--- config.mk ---
export PLATFORM = sky130hd
export DESIGN_NAME = bis_fifo
export DESIGN_NICKNAME = d
export VERILOG_FILES = /design/src/rtl/bis_pkg.sv /design/src/rtl/bis_fifo.sv
export SDC_FILE = /design/constraint.sdc
export NUM_CORES = 1
export LEC_CHECK = 0
export ABC_AREA = 0
export BUFFER_PORTS_ARGS = -buffer_cell sky130_fd_sc_hd__buf_2
export CAP_MARGIN = 20
export CELL_PAD_IN_SITES_DETAIL_PLACEMENT = 2
export CELL_PAD_IN_SITES_GLOBAL_PLACEMENT = 2
export CORE_MARGIN = 4
export CORE_UTILIZATION = 38
export DETAILED_ROUTE_END_ITERATION = 7
export PLACE_DENSITY = 0.84
export SYNTH_ARGS = -nofsm -noshare
export SYNTH_HDL_FRONTEND = slang
export SYNTH_SLANG_ARGS = --single-unit
--- constraint.sdc ---
create_clock -name clk_i -period 5.9 [get_ports clk_i]
set_clock_uncertainty 0.15 [all_clocks]
set_input_delay 0.885 -clock clk_i [delete_from_list [all_inputs] [get_ports clk_i]]
set_output_delay 0.885 -clock clk_i [all_outputs]
set_load 0.005 [all_outputs]
--- src/rtl/bis_pkg.sv ---
`default_nettype none
// ----------------------------------------------------------------------------
// bis_pkg: shared types and constants of the bilinear image scaler
// Request and result payloads, queue entry, config codes, coordinate mapping.
// ----------------------------------------------------------------------------
package bis_pkg;

  localparam int CoordW  = 12;
  localparam int ColorW  = 8;
  localparam int SizeW   = 9;
  localparam int ScaleW  = 24;
  localparam int FracW   = 16;
  localparam int IdxW    = SizeW;            // clamped indexes stay below the size register
  localparam int PixW    = 3 * ColorW;
  localparam int ProdW   = CoordW + 1 + ScaleW;
  localparam int TW      = ProdW - 1;
  localparam int BaseW   = TW - FracW;
  localparam int CmpW    = CoordW + 1;       // holds the largest frame dimension
  localparam int HalfQ   = 1 << (FracW - 1);
  localparam int WghtW   = FracW + 1;
  localparam int RowW    = ColorW + WghtW;   // one horizontal blend term
  localparam int BlendW  = RowW + WghtW;     // full Q32 blend
  localparam int CfgIdxW = 2;
  localparam int QueueDepth = 2;

  localparam logic [WghtW-1:0]  WeightOne = WghtW'(1 << FracW);
  localparam logic [BlendW-1:0] RoundHalf = BlendW'(64'd1 << (2 * FracW - 1));

  localparam logic [CfgIdxW-1:0] CfgSrcWidth  = 2'd0;
  localparam logic [CfgIdxW-1:0] CfgSrcHeight = 2'd1;
  localparam logic [CfgIdxW-1:0] CfgInvScale  = 2'd2;

  localparam logic OpWrite = 1'b0;
  localparam logic OpQuery = 1'b1;

  typedef struct packed {
    logic              op;
    logic [CoordW-1:0] x;
    logic [CoordW-1:0] y;
    logic [ColorW-1:0] red;
    logic [ColorW-1:0] green;
    logic [ColorW-1:0] blue;
  } req_t;

  typedef struct packed {
    logic              answered;
    logic [ColorW-1:0] out_red;
    logic [ColorW-1:0] out_green;
    logic [ColorW-1:0] out_blue;
  } res_t;

  typedef struct packed {
    logic [SizeW-1:0]  width;
    logic [SizeW-1:0]  height;
    logic [ScaleW-1:0] inv_scale;
  } cfg_t;

  typedef struct packed {
    logic             is_query;
    logic             wr_en;
    logic [IdxW-1:0]  x0;
    logic [IdxW-1:0]  x1;
    logic [IdxW-1:0]  y0;
    logic [IdxW-1:0]  y1;
    logic [FracW-1:0] fx;
    logic [FracW-1:0] fy;
    logic [PixW-1:0]  pixel;
  } entry_t;

  typedef struct packed {
    logic [IdxW-1:0]  i0;
    logic [IdxW-1:0]  i1;
    logic [FracW-1:0] f;
  } coord_t;

  // Split a scaled Q16 coordinate into clamped neighbours and a fraction.
  function automatic coord_t map_coord(input logic [TW-1:0] t, input logic [IdxW-1:0] last_i);
    logic [TW-1:0]    u;
    logic [BaseW-1:0] b;
    logic [BaseW-1:0] last_w;
    coord_t           c;
    u      = t - TW'(HalfQ);
    b      = u[TW-1:FracW];
    last_w = BaseW'(last_i);
    if (t >= TW'(HalfQ)) begin
      c.f  = u[FracW-1:0];
      c.i0 = (b > last_w) ? last_i : b[IdxW-1:0];
      c.i1 = (b >= last_w) ? last_i : b[IdxW-1:0] + IdxW'(1);
    end else begin
      // below the first pixel center: both neighbours are column or row zero
      c.f  = t[FracW-1:0] + FracW'(HalfQ);
      c.i0 = '0;
      c.i1 = '0;
    end
    return c;
  endfunction

endpackage
`default_nettype wire

--- src/rtl/bis_fifo.sv ---
`default_nettype none
// ----------------------------------------------------------------------------
// bis_fifo: short command queue between front and back
// Holds classified requests so that either side can stall on its own.
// ----------------------------------------------------------------------------
module bis_fifo (
  input  wire logic            clk_i,
  input  wire logic            rst_ni,
  input  wire logic            push_i,
  input  wire bis_pkg::entry_t entry_i,
  output logic                 full_o,
  input  wire logic            pop_i,
  output bis_pkg::entry_t      entry_o,
  output logic                 empty_o
);

  localparam int PtrW = (bis_pkg::QueueDepth > 1) ? $clog2(bis_pkg::QueueDepth) : 1;
  localparam int CntW = $clog2(bis_pkg::QueueDepth + 1);

  bis_pkg::entry_t mem_q [bis_pkg::QueueDepth];
  logic [PtrW-1:0] wr_ptr_q, wr_ptr_d;
  logic [PtrW-1:0] rd_ptr_q, rd_ptr_d;
  logic [CntW-1:0] count_q, count_d;

  assign full_o  = (count_q == CntW'(bis_pkg::QueueDepth));
  assign empty_o = (count_q == '0);
  assign entry_o = mem_q[rd_ptr_q];

  always_comb begin
    wr_ptr_d = wr_ptr_q;
    rd_ptr_d = rd_ptr_q;
    count_d  = count_q;
    if (push_i) begin
      wr_ptr_d = (wr_ptr_q == PtrW'(bis_pkg::QueueDepth - 1)) ? '0 : wr_ptr_q + PtrW'(1);
    end
    if (pop_i) begin
      rd_ptr_d = (rd_ptr_q == PtrW'(bis_pkg::QueueDepth - 1)) ? '0 : rd_ptr_q + PtrW'(1);
    end
    if (push_i && !pop_i) begin
      count_d = count_q + CntW'(1);
    end else if (pop_i && !push_i) begin
      count_d = count_q - CntW'(1);
    end
  end

  always_ff @(posedge clk_i or negedge rst_ni) begin
    if (!rst_ni) begin
      wr_ptr_q <= '0;
      rd_ptr_q <= '0;
      count_q  <= '0;
    end else begin
      wr_ptr_q <= wr_ptr_d;
      rd_ptr_q <= rd_ptr_d;
      count_q  <= count_d;
    end
  end

  always_ff @(posedge clk_i) begin
    if (push_i) begin
      mem_q[wr_ptr_q] <= entry_i;
    end
  end

  a_no_overflow: assert property (@(posedge clk_i) disable iff (!rst_ni)
    full_o |-> !push_i || pop_i)
    else $error("request pushed into a full queue");

  a_no_underflow: assert property (@(posedge clk_i) disable iff (!rst_ni)
    pop_i |-> !empty_o)
    else $error("request popped from an empty queue");

endmodule
`default_nettype wire

==> flow_summary.yaml <==
finish:
  mostFrequentLayoutCells: "193 x buf_2, 188 x edfxtp_1, 50 x mux2_4, 44 x mux2_2, 17 x clkbuf_16"
  nets: 613
  area_growth_pct: 24.1
  drive_above_1_share_pct: 61.0
  post-route-util_pct: 47.8
  regArea_um2: 5750
  multi_input_area_um2: 1340
  mostFrequentLayoutCell: "buf_2"
  nFillCells: 1720
  diodes: 0
sta:
  finalCritPeriodShare_pct: 62.5
  finalSetupViolCount: 0
  rsz0062_at_grt: "false"
  layout_setup_ws_ns: 2.21
  drv_slew: 0
  fmax_mhz: 271
  hold_viol: 0
  fin_crit_ns: 3.69
  fin_tns_setup_ns: 0
  worstMarginPinSlew_ns: 1.04
  slew_headroom_pct: 30.8
synthesis:
  synth_top_family_by_area: "multiplexers"
  synthSimpleGateAreaFrac_pct: 0.366
  synth_fa_ha_area_share_pct: 0.174
  synth.area.mux_share_pct: 17.4
  ys_types: 14
  synthXorXnorAreaFrac_pct: 0.610
  synth_cells: 309
  ys_seq_area_share_pct: 80.0
  syn_area_um2: 7180
  ys_warn_count: 0
  postSynthAreaPerCell_um2: 23.2
  synth_compound_area_share_pct: 0
  synth_fp_nets: 408
  synth_seq_cells: 192
critical_path:
  endpoint_kind: "output port"
  cp.required_ns: 4.87
  slowest_delay_ns: 1.04
  startpoint_type: "register"
  cp_max_fo: 64
  crit_chain: "buf_4, mux2_2, buf_2"
  critical_path.slowest_cell: "dfrtp_4"
  cp_data_arrival_time_ns: 2.65
  worstPathBufferInverterCount: 2
  critPathKind: "reg2out"
  cp_top_family: "flip-flops"
global_routing:
  grt_antenna_before_repair: 0
  grt_pass1_wl_um: 24900
  grtUsageTotal_pct: 15.4
  grt_pass1_vias: 4120
  grt_overflow: 0
  grt_max_degree: 65
clock_tree:
  ctsRootBufferMaster: "clkbuf_16"
  cts_resized: 0
  clockBufferDepth: 2
  cts_setup_buffers: 0
  numCtsBuffers: 17
  clkLatencyLatePin_ns: 0.41
  clock-sinks: 192
  cts_tree: "done"
  htree_levels: 4
  cts_hold_buf: 0
  clk_pin_slew_worst_paths_ns: 0.07
floorplan:
  io_pins: 194
  die_height_um: 145
  core_um2: 18600
  fp-row-count: 50
  start_util_pct: 38.5
  die_x_um: 145
  die_area_um2: 21200
routing:
  drt_iter0_drc: 167
  dr.pass1.iters: 4
  drt-total-wl_um: 16200
  remaining_drc_errors: 0
  ant_nets: 0
  vias_per_cell: 4.71
  via_count: 3577
  wl_per_cell_um: 21.3
placed_design:
  dp_slack_ns: 2.53
  place_hpwl_um: 11400
  portBuffers: 193
  place_congestion: 0.694
pwr:
  ir_worst_vdd_mv: 0.228
  power_density_nw_per_um2: 465
  p_leak_uw: 0.00347
job:
  cap_violations: 0
min_path:
  hold_path_class: "in2async"
outcome:
  outcome: "finished, final reports clean"
## worst reg2reg max path: stages (launching register included)
cell and delay (ns):
dfrtp_1 0.43, and2_4 0.58, buf_4 0.69
## power breakdown
part	internal, uW	switching [uW]
Combinational	614	483
Sequential	1810	179
Clock	573	477
## layer usage
layer	global-route usage, %	vias up	part of all wire [%]
met4	4.84	0	1.3
met2	28.0	122	54
met3	4.20	13	5.8
li1	-	1628	-
met5	0	-	0
met1	17.7	1814	39
## path summary, 6_finish.rpt
path                                         from                      to  slack, ns  cells past startpoint
min in group clk_i         count_q[1]$_DFFE_PN0P_  count_q[1]$_DFFE_PN0P_       0.36                      1
max                          rd_ptr_q$_DFFE_PN0P_             entry_o[69]       2.21                      3
min reg2reg                count_q[1]$_DFFE_PN0P_  count_q[1]$_DFFE_PN0P_       0.36                      1
min                                        rst_ni  count_q[1]$_DFFE_PN0P_       0.11                      1
max in group asynchronous                  rst_ni    rd_ptr_q$_DFFE_PN0P_       5.34                      1
max reg2reg                  wr_ptr_q$_DFFE_PN0P_  mem_q[1][40]$_DFFE_PP_       3.64                      2
## registers in the layout, indices dropped and copies added, names as in the netlist
signal    flops
wr_ptr_q      1
count_q       2
rd_ptr_q      1
mem_q       188
## logic make-up (layout without fill, tap and decap cells)
group,after synthesis,count (layout)
XOR/XNOR,5,5
adder cells (fa/ha/maj),1,1
buffers and inverters,12,228
flip-flops,192,192
multiplexers,94,94
AND/OR/NAND/NOR,5,5
## cell type report
cell class	instances	share of cell area, %
Clock inverter	11	1.07
Clock buffer	19	4.86
Multi-Input combinational cell	105	15.0
Sequential cell	192	64.5
Timing Repair Buffer	197	11.2
Inverter	1	0.0421
Tap cell	234	3.29
## metrics by stage
step	cell area (um2)	cells	power (uW)	hold WS [ns]
final	8910	759	4140	0.114
after CTS	8910	759	4210	0.0978
after detailed placement	8380	729	3150	0.359
after global routing	8910	759	4360	0.0931
after global placement	8380	729	3070	0.325
after floorplan	7180	309	2700	0.305
## Yosys cell counts
cell      number  area (um2)
buf_6          6        67.6
mux2_4        50         751
xor2_1         4        35.0
nor2b_1        2        12.5
and2_1         1        6.26
edfxtp_1     188        5650
mux2_2        44         495
ha_1           1        12.5
buf_8          1        15.0
xnor2_1        1        8.76
nor2_1         2        7.51
dfrtp_1        4         100
buf_2          4        20.0
inv_1          1        3.75
Power figures use the tool's default switching activity.
