## config.mk

```make
export PLATFORM = sky130hd
export DESIGN_NAME = bis_front
export DESIGN_NICKNAME = d
export VERILOG_FILES = /design/src/rtl/bis_pkg.sv /design/src/rtl/bis_front.sv
export SDC_FILE = /design/constraint.sdc
export NUM_CORES = 2
export LEC_CHECK = 0
export ABC_AREA = 1
export BUFFER_PORTS_ARGS = -buffer_cell sky130_fd_sc_hd__buf_2
export CAP_MARGIN = 0
export CORE_MARGIN = 10
export CORE_UTILIZATION = 55
export DETAILED_ROUTE_END_ITERATION = 12
export PLACE_DENSITY_LB_ADDON = 0.15
export SYNTH_ARGS = -nofsm -noshare
export SYNTH_HDL_FRONTEND = slang
export SYNTH_SLANG_ARGS = --single-unit
```

## constraint.sdc

```tcl
create_clock -name clk_i -period 9.29 [get_ports clk_i]
set_input_delay 0.4645 -clock clk_i [delete_from_list [all_inputs] [get_ports clk_i]]
set_output_delay 0.4645 -clock clk_i [all_outputs]
set_load 0.005 [all_outputs]
```

## src/rtl/bis_pkg.sv

```systemverilog
`default_nettype none
// ----------------------------------------------------------------------------
// bis_pkg: shared types and constants of the bilinear image scaler
// Request and result payloads, queue entry, config codes, coordinate mapping.
// ----------------------------------------------------------------------------
package bis_pkg;

  localparam int CoordW  = 12;
  localparam int ColorW  = 8;
  localparam int SizeW   = 9;
  localparam int ScaleW  = 24;
  localparam int FracW   = 16;
  localparam int IdxW    = SizeW;            // clamped indexes stay below the size register
  localparam int PixW    = 3 * ColorW;
  localparam int ProdW   = CoordW + 1 + ScaleW;
  localparam int TW      = ProdW - 1;
  localparam int BaseW   = TW - FracW;
  localparam int CmpW    = CoordW + 1;       // holds the largest frame dimension
  localparam int HalfQ   = 1 << (FracW - 1);
  localparam int WghtW   = FracW + 1;
  localparam int RowW    = ColorW + WghtW;   // one horizontal blend term
  localparam int BlendW  = RowW + WghtW;     // full Q32 blend
  localparam int CfgIdxW = 2;
  localparam int QueueDepth = 2;

  localparam logic [WghtW-1:0]  WeightOne = WghtW'(1 << FracW);
  localparam logic [BlendW-1:0] RoundHalf = BlendW'(64'd1 << (2 * FracW - 1));

  localparam logic [CfgIdxW-1:0] CfgSrcWidth  = 2'd0;
  localparam logic [CfgIdxW-1:0] CfgSrcHeight = 2'd1;
  localparam logic [CfgIdxW-1:0] CfgInvScale  = 2'd2;

  localparam logic OpWrite = 1'b0;
  localparam logic OpQuery = 1'b1;

  typedef struct packed {
    logic              op;
    logic [CoordW-1:0] x;
    logic [CoordW-1:0] y;
    logic [ColorW-1:0] red;
    logic [ColorW-1:0] green;
    logic [ColorW-1:0] blue;
  } req_t;

  typedef struct packed {
    logic              answered;
    logic [ColorW-1:0] out_red;
    logic [ColorW-1:0] out_green;
    logic [ColorW-1:0] out_blue;
  } res_t;

  typedef struct packed {
    logic [SizeW-1:0]  width;
    logic [SizeW-1:0]  height;
    logic [ScaleW-1:0] inv_scale;
  } cfg_t;

  typedef struct packed {
    logic             is_query;
    logic             wr_en;
    logic [IdxW-1:0]  x0;
    logic [IdxW-1:0]  x1;
    logic [IdxW-1:0]  y0;
    logic [IdxW-1:0]  y1;
    logic [FracW-1:0] fx;
    logic [FracW-1:0] fy;
    logic [PixW-1:0]  pixel;
  } entry_t;

  typedef struct packed {
    logic [IdxW-1:0]  i0;
    logic [IdxW-1:0]  i1;
    logic [FracW-1:0] f;
  } coord_t;

  // Split a scaled Q16 coordinate into clamped neighbours and a fraction.
  function automatic coord_t map_coord(input logic [TW-1:0] t, input logic [IdxW-1:0] last_i);
    logic [TW-1:0]    u;
    logic [BaseW-1:0] b;
    logic [BaseW-1:0] last_w;
    coord_t           c;
    u      = t - TW'(HalfQ);
    b      = u[TW-1:FracW];
    last_w = BaseW'(last_i);
    if (t >= TW'(HalfQ)) begin
      c.f  = u[FracW-1:0];
      c.i0 = (b > last_w) ? last_i : b[IdxW-1:0];
      c.i1 = (b >= last_w) ? last_i : b[IdxW-1:0] + IdxW'(1);
    end else begin
      // below the first pixel center: both neighbours are column or row zero
      c.f  = t[FracW-1:0] + FracW'(HalfQ);
      c.i0 = '0;
      c.i1 = '0;
    end
    return c;
  endfunction

endpackage
`default_nettype wire

```

## src/rtl/bis_front.sv

```systemverilog
`default_nettype none
// ----------------------------------------------------------------------------
// bis_front: request intake and coordinate mapping
// Registers a request, scales both coordinates, then clamps neighbours and
// splits weights before handing the request to the command queue.
// ----------------------------------------------------------------------------
module bis_front (
  input  wire logic            clk_i,
  input  wire logic            rst_ni,
  input  wire logic            start_i,
  output logic                 busy_o,
  input  wire bis_pkg::req_t   req_i,
  input  wire bis_pkg::cfg_t   cfg_i,
  input  wire logic            full_i,
  output logic                 push_o,
  output bis_pkg::entry_t      entry_o
);

  logic                          s1_v_q, s1_v_d;
  bis_pkg::req_t                 s1_req_q;
  logic                          s2_v_q, s2_v_d;
  logic [bis_pkg::TW-1:0]        s2_tx_q, s2_ty_q;
  logic                          s2_op_q;
  logic                          s2_wr_en_q;
  logic [bis_pkg::IdxW-1:0]      s2_x_q, s2_y_q;
  logic [bis_pkg::PixW-1:0]      s2_pix_q;

  logic                          accept;
  logic                          s1_adv;
  logic [bis_pkg::ProdW-1:0]     prod_x, prod_y;
  logic                          wr_en;
  logic [bis_pkg::IdxW-1:0]      last_x, last_y;
  bis_pkg::coord_t               cx, cy;
  logic                          is_query;

  assign push_o = s2_v_q && !full_i;
  assign s1_adv = s1_v_q && (!s2_v_q || push_o);
  assign busy_o = s1_v_q && !s1_adv;
  assign accept = start_i && !busy_o;

  assign prod_x = bis_pkg::ProdW'({s1_req_q.x, 1'b1}) * bis_pkg::ProdW'(cfg_i.inv_scale);
  assign prod_y = bis_pkg::ProdW'({s1_req_q.y, 1'b1}) * bis_pkg::ProdW'(cfg_i.inv_scale);
  assign wr_en  = (s1_req_q.x < bis_pkg::CoordW'(cfg_i.width)) &&
                  (s1_req_q.y < bis_pkg::CoordW'(cfg_i.height));

  always_comb begin
    s1_v_d = s1_v_q;
    if (accept) begin
      s1_v_d = 1'b1;
    end else if (s1_adv) begin
      s1_v_d = 1'b0;
    end
    s2_v_d = s2_v_q;
    if (s1_adv) begin
      s2_v_d = 1'b1;
    end else if (push_o) begin
      s2_v_d = 1'b0;
    end
  end

  always_ff @(posedge clk_i or negedge rst_ni) begin
    if (!rst_ni) begin
      s1_v_q <= 1'b0;
      s2_v_q <= 1'b0;
    end else begin
      s1_v_q <= s1_v_d;
      s2_v_q <= s2_v_d;
    end
  end

  always_ff @(posedge clk_i) begin
    if (accept) begin
      s1_req_q <= req_i;
    end
    if (s1_adv) begin
      s2_tx_q    <= prod_x[bis_pkg::ProdW-1:1];
      s2_ty_q    <= prod_y[bis_pkg::ProdW-1:1];
      s2_op_q    <= s1_req_q.op;
      s2_wr_en_q <= wr_en;
      s2_x_q     <= s1_req_q.x[bis_pkg::IdxW-1:0];
      s2_y_q     <= s1_req_q.y[bis_pkg::IdxW-1:0];
      s2_pix_q   <= {s1_req_q.red, s1_req_q.green, s1_req_q.blue};
    end
  end

  assign last_x   = cfg_i.width - bis_pkg::IdxW'(1);
  assign last_y   = cfg_i.height - bis_pkg::IdxW'(1);
  assign cx       = bis_pkg::map_coord(s2_tx_q, last_x);
  assign cy       = bis_pkg::map_coord(s2_ty_q, last_y);
  assign is_query = (s2_op_q == bis_pkg::OpQuery);

  // a write reuses the first neighbour slot for its own coordinates
  always_comb begin
    entry_o.is_query = is_query;
    entry_o.wr_en    = !is_query && s2_wr_en_q;
    entry_o.x0       = is_query ? cx.i0 : s2_x_q;
    entry_o.x1       = cx.i1;
    entry_o.y0       = is_query ? cy.i0 : s2_y_q;
    entry_o.y1       = cy.i1;
    entry_o.fx       = cx.f;
    entry_o.fy       = cy.f;
    entry_o.pixel    = s2_pix_q;
  end

endmodule
`default_nettype wire

```

==> results.py <==
metrics = {
    "final_layout": {
        "layout.cells.non_filler": 4297,
        "final_nets": 4384,
        "drive_above_1_share": 0.0753,
        "final.fill_count": 4661,
        "area_growth_syn_to_layout_pct": 6.34,
    },
    "yosys": {
        "synth_common_cells": "993 x inv_1, 878 x nand2_1, 484 x fa_1, 204 x ha_1, 173 x nor2_1",
        "synth_top_family_by_area": "adder cells",
        "yosysMostFrequentCell": "inv_1",
        "synthAdderAreaFrac": 0.427,
        "yosysSeqAreaShare": 0.175,
        "synth.avg_cell_area_um2": 8.12,
        "synth_edf_count": 165,
        "yosys.area_share.xor_xnor": 0.0324,
        "synth_mux_area_frac": 0,
        "synthesis.area_um2": 28700,
        "synth_cells": 3530,
        "synth_area_leader_cell": "fa_1",
        "async_flop_share": 0.0120,
        "syn-num-nets": 4313,
        "synth_top_area_frac": 0.338,
        "ys.warnings.count": 0,
        "synth_compound_area_frac": 0.0393,
        "ys.flop_type": "edfxtp_1",
        "synth-seq-cells": 167,
        "synthTopCellsByArea": "fa_1 34%, edfxtp_1 17%, inv_1 13%, nand2_1 12%, ha_1 8.9%",
        "ys_types": 46,
        "synthSimpleGateAreaFrac": 0.171,
    },
    "global_route": {
        "track_usage": 0.250,
        "grt_pass1_wl_um": 122000,
        "grt_pass1_vias": 23600,
        "grt_overflow_total": 0,
        "grt_max_degree": 64,
        "antenna_found_initial": 2,
    },
    "place": {
        "gp_congestion": 0.899,
        "port_buffers": 190,
        "dp_worst_setup_slack_ns": 3.05,
        "dp.final_hpwl_um": 57800,
        "dp_cells": 4261,
    },
    "floorplanning": {
        "rows": 83,
        "start_util": 0.557,
        "io_pins": 191,
        "design.core.area_um2": 51400,
        "die_w_um": 248,
        "die_area_um2": 61600,
        "die_y_um": 248,
    },
    "sta": {
        "whs_ns": 0.174,
        "slew_headroom": 0.0628,
        "finalMaxSlewViolations": 0,
        "worst_slack_ns": 2.87,
        "min_period_over_period": 0.691,
        "fin_crit_ns": 6.42,
        "rsz0062_at_grt": "no",
        "final_hold_viol_count": 0,
        "tightest_slew_ns": 1.41,
        "finClkSkew_ns": 0.0175,
        "finalSetupTns_ns": 0,
        "timing.fmax_mhz": 156,
        "finalSetupViolCount": 0,
    },
    "route": {
        "vias_per_cell": 5.20,
        "wl_per_cell_um": 17.2,
        "wl_um": 73900,
        "dr_total_vias": 22300,
        "dr.pass1.iters": 7,
        "antenna_left": 0,
        "drc": 0,
        "drtIter0Drc": 1402,
    },
    "run_status": {
        "status": "finished clean",
    },
    "clock_network": {
        "clk_pin_slew_ns": 0.09,
        "clock_latency_ns": 0.46,
        "clockBufferDepth": 2,
        "clockRootBuffer": "clkbuf_16",
        "cts_buffers": 17,
        "post_cts.repair.setup_buffers": 0,
        "cts_tree": "built",
        "htree_num_levels": 4,
        "clock_sinks": 167,
    },
    "critical_path": {
        "path_class": "reg -> reg",
        "cp-end-kind": "flip-flop",
        "crit_arrival_ns": 6.63,
        "cp.required_ns": 9.50,
        "cp-start-kind": "flip-flop",
        "path_max_fanout": 26,
    },
    "flow_run": {
        "maxCapViolCount": 0,
    },
    "hold_path": {
        "min_path_type": "in -> reg",
    },
}
state kept, by name, summed over array words and instances, names as in the netlist:
signal      count
s1_req_q       49
s2_tx_q        36
s2_y_q          9
is_query        1
s2_x_q          9
s2_ty_q        36
s1_v_q          1
s2_v_q          1
s2_wr_en_q      1
s2_pix_q       24
final cells by class:
cell class | count | area [um^2] | area share
multi-input combinational | 2210 | 19200 | 0.630
sequential | 167 | 5000 | 0.164
inverter | 999 | 3750 | 0.123
timing repair buffer | 206 | 1070 | 0.0352
tap | 680 | 851 | 0.0279
clock buffer | 17 | 425 | 0.0140
clock inverter | 15 | 159 | 0.00521
antenna | 3 | 7.51 | 0.000246
worst max-delay path, stage by stage, from the launching register on:
cell      delay [ns]
edfxtp_1        1.16
nand2_1         0.20
fa_1            0.60
fa_1            0.45
fa_1            0.55
inv_1           0.05
fa_1            0.47
inv_1           0.04
fa_1            0.47
inv_1           0.04
ha_1            0.34
a21oi_1         0.30
o21ai_0         0.14
a21oi_1         0.48
inv_1           0.16
a21oi_1         0.31
o221ai_1        0.20
xor2_1          0.17
layout by cell type (no fill, tap or decap), types with 6 or more instances in the layout:
cell         n
a21o_1      13
a21oi_1     92
a31oi_1     11
buf_2      190
buf_4       15
clkbuf_16   17
edfxtp_1   165
fa_1       484
ha_1       204
inv_1      992
nand2_1    878
nand3_1     96
nand4_1      9
nor2_1     173
nor2_2      13
nor3_1      25
o211ai_1     6
o21a_1       6
o21ai_0     45
o21bai_1     6
xnor2_1     24
xor2_1      82
kinds of logic (layout without fill, tap and decap cells):
kind of cell             Yosys count  in the layout
AND/OR/NAND/NOR                 1218           1218
buffers and inverters           1153           1237
adder cells (fa/ha/maj)          688            688
AO/OA/AOI/OAI                    198            198
flip-flops                       167            167
XOR/XNOR                         106            106
other                              0              3
path summary, 6_finish.rpt:
kind / from / to / slack [ns] / cells past startpoint
min in group asynchronous: rst_ni / s2_v_q / 0.33 / 2
max: s1_req_q[27] / s2_ty_q[35] / 2.87 / 17
min reg2reg: s1_req_q[3] / s2_pix_q[3] / 0.42 / 0
max reg2reg: s1_req_q[27] / s2_ty_q[35] / 2.87 / 17
max in group asynchronous: rst_ni / s1_v_q / 8.86 / 2
min: req_i[46] / s1_req_q[46] / 0.17 / 1
stage by stage:
step | area, um^2 | util
floorplan | 28700 | -
global placement | 29900 | 0.581
detailed placement | 29900 | 0.581
CTS | 30500 | 0.593
global route | 30500 | 0.593
finish | 30500 | 0.593
routing by layer:
metal  track usage  part of all wire  up-vias
met5             0                 0        -
met4        0.0517             0.016        0
met3        0.0326             0.072       80
met2         0.418              0.48      729
met1         0.343              0.43    11100
li1              -                 -    10400
timing repair:
item / 4_1_cts / 5_1_grt
hold endpoints to repair: 2 / 0
gates resized for setup: 0 / 0
hold buffers: 1 / 0
Power is not shown: default switching activity piles up to over one toggle a cycle in this logic, so the estimate is an artifact.
